[config.mk]
export PLATFORM = sky130hd
export DESIGN_NAME = config_text_tokenizer
export DESIGN_NICKNAME = d
export VERILOG_FILES = /design/src/hw/rtl/cfgtok_pkg.sv /design/src/hw/rtl/config_text_tokenizer.sv /design/src/hw/rtl/cfgtok_scan.sv /design/src/hw/rtl/cfgtok_evq.sv /design/src/hw/rtl/cfgtok_drain.sv
export SDC_FILE = /design/constraint.sdc
export NUM_CORES = 1
export LEC_CHECK = 0
export BUFFER_PORTS_ARGS = -buffer_cell sky130_fd_sc_hd__buf_2
export CAP_MARGIN = 20
export CELL_PAD_IN_SITES_DETAIL_PLACEMENT = 2
export CELL_PAD_IN_SITES_GLOBAL_PLACEMENT = 2
export CORE_ASPECT_RATIO = 2
export CORE_MARGIN = 5
export CORE_UTILIZATION = 44
export DETAILED_ROUTE_END_ITERATION = 12
export PLACE_DENSITY_LB_ADDON = 0.08
export SLEW_MARGIN = 20
export SYNTH_ARGS = -nofsm -noshare
export SYNTH_HDL_FRONTEND = slang
export SYNTH_SLANG_ARGS = --single-unit
[constraint.sdc]
create_clock -name clk -period 5.3 [get_ports clk]
set_clock_uncertainty 0.1 [all_clocks]
set_input_delay 0.795 -clock clk [delete_from_list [all_inputs] [get_ports clk]]
set_output_delay 0.795 -clock clk [all_outputs]
set_load 0.05 [all_outputs]
[src/hw/rtl/cfgtok_pkg.sv]
`timescale 1ns / 1ps

package cfgtok_pkg;

	typedef enum logic [3:0] {
		ST_START,
		ST_SLASH,
		ST_LINE_CMT,
		ST_BLOCK_CMT,
		ST_BLOCK_STAR,
		ST_IDENT,
		ST_STRING,
		ST_ESCAPE,
		ST_HEX_HI,
		ST_HEX_LO,
		ST_ERROR
	} scan_state_t;

	typedef enum logic [2:0] {
		EV_CLEAR,
		EV_BYTE,
		EV_DONE,
		EV_ERROR,
		EV_END
	} ev_kind_t;

	typedef enum logic [2:0] {
		TOK_EQUAL,
		TOK_LBRACKET,
		TOK_RBRACKET,
		TOK_LBRACE,
		TOK_RBRACE,
		TOK_COMMA,
		TOK_IDENT,
		TOK_STRING
	} tok_t;

	typedef enum logic [1:0] {
		ERR_BAD_CHAR,
		ERR_BAD_ESCAPE,
		ERR_BAD_HEX,
		ERR_PREMATURE_END
	} err_t;

	typedef struct packed {
		ev_kind_t   kind;
		tok_t       ttype;
		logic [7:0] data;
		err_t       err;
	} evt_t;

	localparam int EVT_W = $bits(evt_t);

endpackage

[src/hw/rtl/config_text_tokenizer.sv]
`timescale 1ns / 1ps
// An item's first result goes into the event queue, then into the output register.
// Throughput: one item per cycle while items give at most one result each and
// evt_ready is high; the output register delivers one result per cycle.
// The event queue (QUEUE_DEPTH entries) takes an item only with room for two results.
// Reset (arst_n low, asynchronous): start state, line 1, column 1, queue and output empty.

module config_text_tokenizer
	import cfgtok_pkg::*;
#(
	parameter int POS_WIDTH   = 16,
	parameter int QUEUE_DEPTH = 4
) (
	input  logic                 clk,
	input  logic                 arst_n,
	input  logic                 req_valid,
	output logic                 req_ready,
	input  logic                 req_type,
	input  logic [7:0]           char_byte,
	output logic                 evt_valid,
	input  logic                 evt_ready,
	output logic [2:0]           event_kind,
	output logic [2:0]           token_type,
	output logic [7:0]           text_byte,
	output logic [1:0]           error_code,
	output logic [POS_WIDTH-1:0] line_number,
	output logic [POS_WIDTH-1:0] column_number,
	output logic                 last
);

	localparam int ENTRY_W = EVT_W + 2 * POS_WIDTH + 1;

	logic [1:0]         push_cnt;
	logic [ENTRY_W-1:0] din0, din1, q_data;
	logic               space_ok, q_not_empty, pop;

	cfgtok_scan #(
		.POS_WIDTH (POS_WIDTH)
	) u_scan (
		.clk       (clk),
		.arst_n    (arst_n),
		.req_valid (req_valid),
		.req_ready (req_ready),
		.req_type  (req_type),
		.char_byte (char_byte),
		.space_ok  (space_ok),
		.push_cnt  (push_cnt),
		.din0      (din0),
		.din1      (din1)
	);

	cfgtok_evq #(
		.WIDTH (ENTRY_W),
		.DEPTH (QUEUE_DEPTH)
	) u_evq (
		.clk       (clk),
		.arst_n    (arst_n),
		.push_cnt  (push_cnt),
		.din0      (din0),
		.din1      (din1),
		.pop       (pop),
		.dout      (q_data),
		.not_empty (q_not_empty),
		.space_ok  (space_ok)
	);

	cfgtok_drain #(
		.POS_WIDTH (POS_WIDTH)
	) u_drain (
		.clk           (clk),
		.arst_n        (arst_n),
		.q_not_empty   (q_not_empty),
		.q_data        (q_data),
		.pop           (pop),
		.evt_valid     (evt_valid),
		.evt_ready     (evt_ready),
		.event_kind    (event_kind),
		.token_type    (token_type),
		.text_byte     (text_byte),
		.error_code    (error_code),
		.line_number   (line_number),
		.column_number (column_number),
		.last          (last)
	);

endmodule

[src/hw/rtl/cfgtok_scan.sv]
`timescale 1ns / 1ps

module cfgtok_scan
	import cfgtok_pkg::*;
#(
	parameter int POS_WIDTH = 16
) (
	input  logic                            clk,
	input  logic                            arst_n,
	input  logic                            req_valid,
	output logic                            req_ready,
	input  logic                            req_type,
	input  logic [7:0]                      char_byte,
	input  logic                            space_ok,
	output logic [1:0]                      push_cnt,
	output logic [EVT_W+2*POS_WIDTH:0]      din0,
	output logic [EVT_W+2*POS_WIDTH:0]      din1
);

	localparam logic [POS_WIDTH-1:0] POS_ONE = POS_WIDTH'(1);
	localparam logic [POS_WIDTH-1:0] POS_MAX = '1;

	localparam logic [7:0] CH_TAB    = 8'h09;
	localparam logic [7:0] CH_LF     = 8'h0A;
	localparam logic [7:0] CH_CR     = 8'h0D;
	localparam logic [7:0] CH_SPACE  = 8'h20;
	localparam logic [7:0] CH_QUOTE  = 8'h22;
	localparam logic [7:0] CH_STAR   = 8'h2A;
	localparam logic [7:0] CH_COMMA  = 8'h2C;
	localparam logic [7:0] CH_DASH   = 8'h2D;
	localparam logic [7:0] CH_SLASH  = 8'h2F;
	localparam logic [7:0] CH_ZERO   = 8'h30;
	localparam logic [7:0] CH_EQUAL  = 8'h3D;
	localparam logic [7:0] CH_LBRK   = 8'h5B;
	localparam logic [7:0] CH_BSLASH = 8'h5C;
	localparam logic [7:0] CH_RBRK   = 8'h5D;
	localparam logic [7:0] CH_UNDER  = 8'h5F;
	localparam logic [7:0] CH_LC_N   = 8'h6E;
	localparam logic [7:0] CH_LC_R   = 8'h72;
	localparam logic [7:0] CH_LC_T   = 8'h74;
	localparam logic [7:0] CH_LC_X   = 8'h78;
	localparam logic [7:0] CH_LBRACE = 8'h7B;
	localparam logic [7:0] CH_RBRACE = 8'h7D;

	typedef struct packed {
		logic [1:0] n;
		evt_t       a;
		evt_t       b;
	} start_res_t;

	scan_state_t            state_q, state_nx;
	logic [3:0]             nib_q;
	logic [POS_WIDTH-1:0]   line_q, col_q;
	logic                   take;
	logic [1:0]             ev_n;
	evt_t                   ev0, ev1;
	start_res_t             sres;

	function automatic logic is_alpha(input logic [7:0] c);
		return c inside {[8'h41:8'h5A], [8'h61:8'h7A]};
	endfunction

	function automatic logic is_ident(input logic [7:0] c);
		return is_alpha(c) || (c inside {[8'h30:8'h39]}) || c == CH_DASH || c == CH_UNDER;
	endfunction

	function automatic logic is_hex(input logic [7:0] c);
		return c inside {[8'h30:8'h39], [8'h41:8'h46], [8'h61:8'h66]};
	endfunction

	function automatic logic [3:0] hex_val(input logic [7:0] c);
		logic [7:0] v;
		if (c inside {[8'h30:8'h39]}) begin
			v = c - 8'h30;
		end else if (c inside {[8'h41:8'h46]}) begin
			v = c - 8'h37;
		end else begin
			v = c - 8'h57;
		end
		return v[3:0];
	endfunction

	function automatic evt_t mk_ev(input ev_kind_t k, input tok_t t, input logic [7:0] d,
			input err_t e);
		evt_t r;
		r.kind  = k;
		r.ttype = t;
		r.data  = d;
		r.err   = e;
		return r;
	endfunction

	function automatic scan_state_t start_next(input logic [7:0] c);
		scan_state_t s;
		if (c == CH_SLASH) begin
			s = ST_SLASH;
		end else if (c == CH_QUOTE) begin
			s = ST_STRING;
		end else if (is_alpha(c)) begin
			s = ST_IDENT;
		end else if (c inside {CH_SPACE, CH_TAB, CH_CR, CH_LF, CH_EQUAL, CH_LBRK, CH_RBRK,
				CH_LBRACE, CH_RBRACE, CH_COMMA}) begin
			s = ST_START;
		end else begin
			s = ST_ERROR;
		end
		return s;
	endfunction

	function automatic start_res_t start_ev(input logic [7:0] c);
		start_res_t r;
		r.n = 2'd1;
		r.a = mk_ev(EV_DONE, TOK_EQUAL, 8'h00, ERR_BAD_CHAR);
		r.b = mk_ev(EV_CLEAR, TOK_EQUAL, 8'h00, ERR_BAD_CHAR);
		case (c)
			CH_SPACE, CH_TAB, CH_CR, CH_LF, CH_SLASH: r.n = 2'd0;
			CH_EQUAL:  r.a.ttype = TOK_EQUAL;
			CH_LBRK:   r.a.ttype = TOK_LBRACKET;
			CH_RBRK:   r.a.ttype = TOK_RBRACKET;
			CH_LBRACE: r.a.ttype = TOK_LBRACE;
			CH_RBRACE: r.a.ttype = TOK_RBRACE;
			CH_COMMA:  r.a.ttype = TOK_COMMA;
			CH_QUOTE:  r.a = mk_ev(EV_CLEAR, TOK_STRING, 8'h00, ERR_BAD_CHAR);
			default: begin
				if (is_alpha(c)) begin
					r.n = 2'd2;
					r.a = mk_ev(EV_CLEAR, TOK_IDENT, 8'h00, ERR_BAD_CHAR);
					r.b = mk_ev(EV_BYTE, TOK_IDENT, c, ERR_BAD_CHAR);
				end else begin
					r.a = mk_ev(EV_ERROR, TOK_EQUAL, 8'h00, ERR_BAD_CHAR);
				end
			end
		endcase
		return r;
	endfunction

	assign req_ready = space_ok;
	assign take      = req_valid && space_ok;
	assign sres      = start_ev(char_byte);

	always_comb begin
		state_nx = state_q;
		if (state_q == ST_ERROR) begin
			state_nx = ST_ERROR;
		end else if (req_type) begin
			state_nx = (state_q == ST_START) ? ST_START : ST_ERROR;
		end else begin
			case (state_q)
				ST_START: state_nx = start_next(char_byte);
				ST_SLASH: begin
					if (char_byte == CH_SLASH) state_nx = ST_LINE_CMT;
					else if (char_byte == CH_STAR) state_nx = ST_BLOCK_CMT;
					else state_nx = ST_ERROR;
				end
				ST_LINE_CMT: begin
					if (char_byte == CH_LF) state_nx = ST_START;
				end
				ST_BLOCK_CMT: begin
					if (char_byte == CH_STAR) state_nx = ST_BLOCK_STAR;
				end
				ST_BLOCK_STAR: begin
					if (char_byte == CH_SLASH) state_nx = ST_START;
					else if (char_byte != CH_STAR) state_nx = ST_BLOCK_CMT;
				end
				ST_IDENT: begin
					if (!is_ident(char_byte)) state_nx = start_next(char_byte);
				end
				ST_STRING: begin
					if (char_byte == CH_QUOTE) state_nx = ST_START;
					else if (char_byte == CH_BSLASH) state_nx = ST_ESCAPE;
				end
				ST_ESCAPE: begin
					if (char_byte inside {CH_QUOTE, CH_LC_N, CH_LC_T, CH_LC_R, CH_ZERO,
							CH_BSLASH}) state_nx = ST_STRING;
					else if (char_byte == CH_LC_X) state_nx = ST_HEX_HI;
					else state_nx = ST_ERROR;
				end
				ST_HEX_HI: state_nx = is_hex(char_byte) ? ST_HEX_LO : ST_ERROR;
				ST_HEX_LO: state_nx = is_hex(char_byte) ? ST_STRING : ST_ERROR;
				default:   state_nx = ST_ERROR;
			endcase
		end
	end

	always_comb begin
		ev_n = 2'd0;
		ev0  = mk_ev(EV_CLEAR, TOK_EQUAL, 8'h00, ERR_BAD_CHAR);
		ev1  = mk_ev(EV_CLEAR, TOK_EQUAL, 8'h00, ERR_BAD_CHAR);
		if (state_q == ST_ERROR) begin
			ev_n = 2'd0;
		end else if (req_type) begin
			ev_n = 2'd1;
			if (state_q == ST_START) ev0 = mk_ev(EV_END, TOK_EQUAL, 8'h00, ERR_BAD_CHAR);
			else ev0 = mk_ev(EV_ERROR, TOK_EQUAL, 8'h00, ERR_PREMATURE_END);
		end else begin
			case (state_q)
				ST_START: begin
					ev_n = sres.n;
					ev0  = sres.a;
					ev1  = sres.b;
				end
				ST_SLASH: begin
					if (char_byte != CH_SLASH && char_byte != CH_STAR) begin
						ev_n = 2'd1;
						ev0  = mk_ev(EV_ERROR, TOK_EQUAL, 8'h00, ERR_BAD_CHAR);
					end
				end
				ST_IDENT: begin
					if (is_ident(char_byte)) begin
						ev_n = 2'd1;
						ev0  = mk_ev(EV_BYTE, TOK_IDENT, char_byte, ERR_BAD_CHAR);
					end else begin
						ev_n = 2'd1 + sres.n;
						ev0  = mk_ev(EV_DONE, TOK_IDENT, 8'h00, ERR_BAD_CHAR);
						ev1  = sres.a;
					end
				end
				ST_STRING: begin
					if (char_byte == CH_QUOTE) begin
						ev_n = 2'd1;
						ev0  = mk_ev(EV_DONE, TOK_STRING, 8'h00, ERR_BAD_CHAR);
					end else if (char_byte != CH_BSLASH) begin
						ev_n = 2'd1;
						ev0  = mk_ev(EV_BYTE, TOK_STRING, char_byte, ERR_BAD_CHAR);
					end
				end
				ST_ESCAPE: begin
					ev_n = 2'd1;
					case (char_byte)
						CH_QUOTE:  ev0 = mk_ev(EV_BYTE, TOK_STRING, CH_QUOTE, ERR_BAD_CHAR);
						CH_LC_N:   ev0 = mk_ev(EV_BYTE, TOK_STRING, CH_LF, ERR_BAD_CHAR);
						CH_LC_T:   ev0 = mk_ev(EV_BYTE, TOK_STRING, CH_TAB, ERR_BAD_CHAR);
						CH_LC_R:   ev0 = mk_ev(EV_BYTE, TOK_STRING, CH_CR, ERR_BAD_CHAR);
						CH_ZERO:   ev0 = mk_ev(EV_BYTE, TOK_STRING, 8'h00, ERR_BAD_CHAR);
						CH_BSLASH: ev0 = mk_ev(EV_BYTE, TOK_STRING, CH_BSLASH, ERR_BAD_CHAR);
						CH_LC_X:   ev_n = 2'd0;
						default:   ev0 = mk_ev(EV_ERROR, TOK_EQUAL, 8'h00, ERR_BAD_ESCAPE);
					endcase
				end
				ST_HEX_HI: begin
					if (!is_hex(char_byte)) begin
						ev_n = 2'd1;
						ev0  = mk_ev(EV_ERROR, TOK_EQUAL, 8'h00, ERR_BAD_HEX);
					end
				end
				ST_HEX_LO: begin
					ev_n = 2'd1;
					if (is_hex(char_byte)) begin
						ev0 = mk_ev(EV_BYTE, TOK_STRING, {nib_q, hex_val(char_byte)},
							ERR_BAD_CHAR);
					end else begin
						ev0 = mk_ev(EV_ERROR, TOK_EQUAL, 8'h00, ERR_BAD_HEX);
					end
				end
				default: ev_n = 2'd0;
			endcase
		end
	end

	assign push_cnt = take ? ev_n : 2'd0;
	assign din0     = {line_q, col_q, (ev_n == 2'd1), ev0};
	assign din1     = {line_q, col_q, 1'b1, ev1};

	always_ff @(posedge clk or negedge arst_n) begin
		if (!arst_n) begin
			state_q <= ST_START;
			nib_q   <= 4'h0;
			line_q  <= POS_ONE;
			col_q   <= POS_ONE;
		end else if (take) begin
			state_q <= state_nx;
			if (state_q == ST_HEX_HI && !req_type && is_hex(char_byte)) begin
				nib_q <= hex_val(char_byte);
			end
			if (state_q != ST_ERROR) begin
				if (req_type) begin
					if (state_q == ST_START) begin
						line_q <= POS_ONE;
						col_q  <= POS_ONE;
					end
				end else if (char_byte == CH_LF) begin
					if (line_q != POS_MAX) line_q <= line_q + POS_ONE;
					col_q <= POS_ONE;
				end else if (col_q != POS_MAX) begin
					col_q <= col_q + POS_ONE;
				end
			end
		end
	end

	assert property (@(posedge clk) disable iff (!arst_n)
		(state_q == ST_ERROR) |=> (state_q == ST_ERROR))
		else $error("scanner left the error state");

	assert property (@(posedge clk) disable iff (!arst_n)
		(line_q != '0) && (col_q != '0))
		else $error("position counter reached zero");

endmodule

[src/hw/rtl/cfgtok_evq.sv]
`timescale 1ns / 1ps

module cfgtok_evq #(
	parameter int WIDTH = 49,
	parameter int DEPTH = 4
) (
	input  logic             clk,
	input  logic             arst_n,
	input  logic [1:0]       push_cnt,
	input  logic [WIDTH-1:0] din0,
	input  logic [WIDTH-1:0] din1,
	input  logic             pop,
	output logic [WIDTH-1:0] dout,
	output logic             not_empty,
	output logic             space_ok
);

	localparam int PW = (DEPTH > 1) ? $clog2(DEPTH) : 1;
	localparam int CW = $clog2(DEPTH + 1);

	logic [WIDTH-1:0] slot_q [DEPTH];
	logic [PW-1:0]    wr_ptr_q, rd_ptr_q, wr_ptr_p1;
	logic [CW-1:0]    count_q;

	function automatic logic [PW-1:0] ptr_inc(input logic [PW-1:0] p);
		return (p == PW'(DEPTH - 1)) ? '0 : p + PW'(1);
	endfunction

	assign wr_ptr_p1 = ptr_inc(wr_ptr_q);
	assign dout      = slot_q[rd_ptr_q];
	assign not_empty = (count_q != '0);
	assign space_ok  = (count_q <= CW'(DEPTH - 2));

	always_ff @(posedge clk) begin
		if (push_cnt != 2'd0) slot_q[wr_ptr_q] <= din0;
		if (push_cnt == 2'd2) slot_q[wr_ptr_p1] <= din1;
	end

	always_ff @(posedge clk or negedge arst_n) begin
		if (!arst_n) begin
			wr_ptr_q <= '0;
			rd_ptr_q <= '0;
			count_q  <= '0;
		end else begin
			if (push_cnt == 2'd1) wr_ptr_q <= wr_ptr_p1;
			else if (push_cnt == 2'd2) wr_ptr_q <= ptr_inc(wr_ptr_p1);
			if (pop) rd_ptr_q <= ptr_inc(rd_ptr_q);
			count_q <= count_q + CW'(push_cnt) - CW'(pop);
		end
	end

	assert property (@(posedge clk) disable iff (!arst_n)
		pop |-> not_empty)
		else $error("pop from empty event queue");

	assert property (@(posedge clk) disable iff (!arst_n)
		(push_cnt != 2'd0) |-> (count_q <= CW'(DEPTH - 2)))
		else $error("push into event queue without room");

endmodule

[src/hw/rtl/cfgtok_drain.sv]
`timescale 1ns / 1ps

module cfgtok_drain
	import cfgtok_pkg::*;
#(
	parameter int POS_WIDTH = 16
) (
	input  logic                        clk,
	input  logic                        arst_n,
	input  logic                        q_not_empty,
	input  logic [EVT_W+2*POS_WIDTH:0]  q_data,
	output logic                        pop,
	output logic                        evt_valid,
	input  logic                        evt_ready,
	output logic [2:0]                  event_kind,
	output logic [2:0]                  token_type,
	output logic [7:0]                  text_byte,
	output logic [1:0]                  error_code,
	output logic [POS_WIDTH-1:0]        line_number,
	output logic [POS_WIDTH-1:0]        column_number,
	output logic                        last
);

	localparam int ENTRY_W = EVT_W + 2 * POS_WIDTH + 1;

	logic                valid_q;
	logic [ENTRY_W-1:0]  out_q;
	evt_t                ev;

	assign pop = q_not_empty && (!valid_q || evt_ready);

	always_ff @(posedge clk) begin
		if (pop) out_q <= q_data;
	end

	always_ff @(posedge clk or negedge arst_n) begin
		if (!arst_n) begin
			valid_q <= 1'b0;
		end else if (pop) begin
			valid_q <= 1'b1;
		end else if (evt_ready) begin
			valid_q <= 1'b0;
		end
	end

	assign ev            = out_q[EVT_W-1:0];
	assign evt_valid     = valid_q;
	assign event_kind    = ev.kind;
	assign token_type    = ev.ttype;
	assign text_byte     = ev.data;
	assign error_code    = ev.err;
	assign last          = out_q[EVT_W];
	assign column_number = out_q[EVT_W+POS_WIDTH:EVT_W+1];
	assign line_number   = out_q[ENTRY_W-1:EVT_W+POS_WIDTH+1];

endmodule
==> tab_implementation.tex <==
\begin{tabular}{lr}
\hline
Metric & Value \\
\hline
\multicolumn{2}{l}{\textbf{Global routing}} \\
Number of antenna violations at the first check in global routing & 0 \\
Grt ovf & 0 \\
Pin count of the biggest net entering global routing & between 50 and 60 \\
Overall routing resource usage & a little over a quarter \\
First-pass GRT wire length & about 76 mm \\
Via count of the first global-routing pass & around 12k \\
\multicolumn{2}{l}{\textbf{Yosys}} \\
Total nets after synthesis & 1189 \\
Post-synthesis cell area & $\sim$0.015 mm2 \\
Count of state elements after synthesis & 293 \\
EDFF count, synth & roughly 230 \\
Number of synthesis warnings & 0 \\
FFs w/ async S/R, synth & between 15 and 20\% \\
Number of instances in the synthesized netlist & between 1k and 1.5k \\
Number of distinct library cells after synthesis & a little over 80 \\
Main flop type after synthesis & edfxtp\_1 \\
Sequential share of the synthesized area & 57.4\% \\
Syn Area/Cell & 12.7 um2 \\
\multicolumn{2}{l}{\textbf{Finish}} \\
Most frequent cells in the layout & 229 x edfxtp\_1, 104 x a21boi\_0, 101 x nand2\_1 \\
Layout overhead on the synthesized area & 12.7\% \\
Share of post-route cells with drive strength above 1 & between 10\% and 20\% \\
Most common library cell in the layout ignoring fill and taps & edfxtp\_1 \\
Final design instance area without fill & 0.0165 mm2 \\
Total Nets Final & roughly 1.3k \\
Inserted Diodes & 0 \\
Number of cells in the finished layout apart from fillers & 1677 \\
\multicolumn{2}{l}{\textbf{STA}} \\
Setup slack of the critical path after layout & approximately 0.57 ns \\
Number of hold violations in the final report & 0 \\
Relative slew slack & around 30\% \\
Sum Neg Setup Slack & 0 ns \\
Share of the clock period used by the worst path after layout & 89.2\% \\
Clock period minus worst slack & about 4.7 ns \\
Fmax & about 210 MHz \\
Transition time at the pin with the least slew margin & approximately 1.1 ns \\
Setup repair after global routing missed its margin & no \\
Slew Viols, Final & 0 \\
Setup violators final & 0 \\
\multicolumn{2}{l}{\textbf{Detailed routing}} \\
DRT iter0 DRCs & roughly 560 \\
Final routed wirelength across all metal layers & 50.1 mm \\
Routed via count & between 10k and 15k \\
DR WL/cell & 29.9 um \\
Total DRC errors in the routed layout & 0 \\
Antenna violation net count after detailed routing & 0 \\
Detailed Routing Iterations Pass 1 & 4 \\
Avg Vias per Cell & 6.27 \\
\multicolumn{2}{l}{\textbf{Floorplan}} \\
Die Span Y & between 200 and 300 um \\
Chip Width & roughly 140 um \\
Die Outline Area & around 0.037 mm2 \\
Top-level I/O count & 64 \\
Effective utilization at floorplan & $\sim$44\% \\
Placeable core region & $\sim$0.033 mm2 \\
Rows & between 90 and 100 \\
\multicolumn{2}{l}{\textbf{Clocking}} \\
Number of gates resized after cts & 0 \\
CTS tree & built \\
CTS sink count & 293 \\
Clock transition time at the flip-flop clock pins of the worst setup and hold paths & $\sim$0.070 ns \\
Number of buffers inserted to repair setup after CTS & 0 \\
CTS Root Buffer Type & clkbuf\_16 \\
Hold buffer count at cts & 0 \\
Worst-Skew Late Latency & approximately 0.54 ns \\
Maximum number of buffers from clock root to sink & 3 \\
Number of levels in the clock H-tree & 1 \\
Number of clock buffers inserted by TritonCTS & 25 \\
\multicolumn{2}{l}{\textbf{Run}} \\
Max Cap Viol & 0 \\
\multicolumn{2}{l}{\textbf{Placed design}} \\
Half-perimeter wire length after detailed placement & about 35 mm \\
Number of I/O port buffers & 63 \\
GP Congestion & $\sim$0.96 \\
Worst setup timing slack at the placement stage & between 0.015 and 0.02 ns \\
Post-place instance area & around 0.016 mm2 \\
Post-Place Cells & $\sim$1.6k \\
\multicolumn{2}{l}{\textbf{Critical path}} \\
Critical path peak fanout & 19 \\
Critical path class & in2reg \\
Slowest cell on the critical path & and2\_1 \\
Required arrival time at the worst endpoint & about 5.5 ns \\
Worst stage delay on the critical path & 0.66 ns \\
Series of cell instances along the critical path & buf\_2 -> inv\_1 -> ha\_1 -> or4b\_1 -> a311o\_1 -> o21ai\_1 -> and4\_1 -> or2\_1 -> nand2\_1 -> inv\_2 -> ha\_1 -> and2\_1 -> o31ai\_1 \\
Worst Setup Start Kind & input port \\
Signal arrival time at the worst endpoint & just under 5 ns \\
Worst setup EP type & flop \\
Flop-to-flop setup slack & between 0.9 and 1 ns \\
Most repeated library cell on the critical path & ha\_1 \\
\multicolumn{2}{l}{\textbf{Worst hold path}} \\
Hold Crit Class & in2async \\
\multicolumn{2}{l}{\textbf{Pwr}} \\
Leakage dissipation & roughly 5.4 nW \\
Power Density & $\sim$420 mW/mm2 \\
VDD IR-drop max & approximately 0.26 mV \\
\multicolumn{2}{l}{\textbf{Run status}} \\
Outcome & finished clean \\
\hline
\end{tabular}
## metrics by stage
step | hold WS [ns] | power, mW | util [%]
global route | 0.355 | 7.29 | 50.1
finish | 0.313 | 7.01 | 50.1
CTS | 0.328 | 7.08 | 50.1
global placement | 0.343 | 5.20 | 47.8
floorplan | 0.335 | 4.60 | -
detailed placement | 0.360 | 5.27 | 47.8
## worst max-delay path, delay by kind of cell
family                     cells  cell delay [ns]
AOI/OAI and AO/OA              3             1.01
adders and majority gates      2             0.61
buffers and inverters          3             0.57
and+or+nand+nor                5             1.88
## logic make-up after synthesis
logic type | synth area share [%]
compound gates | 16.3
xor+xnor | 1.61
fa+ha+maj | 1.76
buf+inv | 3.07
flops | 57.4
mux | 9.15
simple gates | 10.7
## area by class of cell
| type | instances | area [um2] |
|---|---|---|
| Fill cell | 3265 | 16400 |
| Tap cell | 432 | 541 |
| Timing Repair Buffer | 130 | 893 |
| Clock inverter | 19 | 130 |
| Sequential cell | 293 | 8410 |
| Inverter | 20 | 75.1 |
| Multi-Input combinational cell | 757 | 5830 |
| Clock buffer | 26 | 629 |
## cell usage after synthesis (all sizes together) (5+ instances only)
library cell	count	share of area, %
edfxtp	229	47
ha	19	1.6
and3	8	0.34
a31oi	13	0.56
xor2	10	0.60
inv	20	0.51
clkbuf	65	1.7
o22ai	23	0.98
buf	21	0.89
xnor2	17	1.0
nor3b	7	0.36
nand4	7	0.30
nand2b	6	0.26
and2	22	0.94
nand2	105	2.7
mux4	49	7.5
o21ai	27	0.92
a21boi	125	6.4
a211oi	7	0.36
o31ai	33	2.2
nor3	18	0.65
dfxtp	16	2.2
nor2	59	1.5
mux2	5	0.38
a21oi	43	1.5
o41ai	6	0.36
mux2i	18	1.2
nor2b	13	0.56
and4	5	0.30
dfrtp	46	7.9
nor4	9	0.38
nand3	30	1.0
## registers in the layout, summed over array words and instances (netlist names), 3 cells and up
name	count
u_evq.slot_q	196
u_drain.out_q	49
u_scan.col_q	16
u_scan.line_q	16
u_scan.nib_q	4
u_scan.state_q	4
u_evq.count_q	3
## power breakdown
part	leakage (nW)	switching, mW	total [mW]	internal (mW)
combinational	2.35	1.44	2.15	0.710
sequential	2.71	0.235	3.06	2.83
clock	0.367	0.847	1.80	0.954
total	5.42	2.52	7.01	4.49
## per-layer routing
metal	routed length (um)	share of wire [%]	GRT usage (%)
met2	29500	59	55.1
met3	1290	2.6	2.48
met1	16200	32	25.4
met4	3140	6.3	15.4
met5	0	0	0
## path summary, 6_finish.rpt
check                                    from                 end  cells after the start
hold / removal                         arst_n     u_scan.col_q[9]                      2
setup reg to reg            u_scan.state_q[0]  u_evq.slot_q[3][5]                     10
hold reg to reg            u_evq.slot_q[1][0]  u_evq.slot_q[1][0]                      2
min in group clk                    evt_ready   u_drain.evt_valid                      2
setup / recovery                 char_byte[1]  u_evq.slot_q[3][5]                     13
max in group asynchronous              arst_n   u_evq.rd_ptr_q[0]                      2
(Power assumes the default switching activity.)
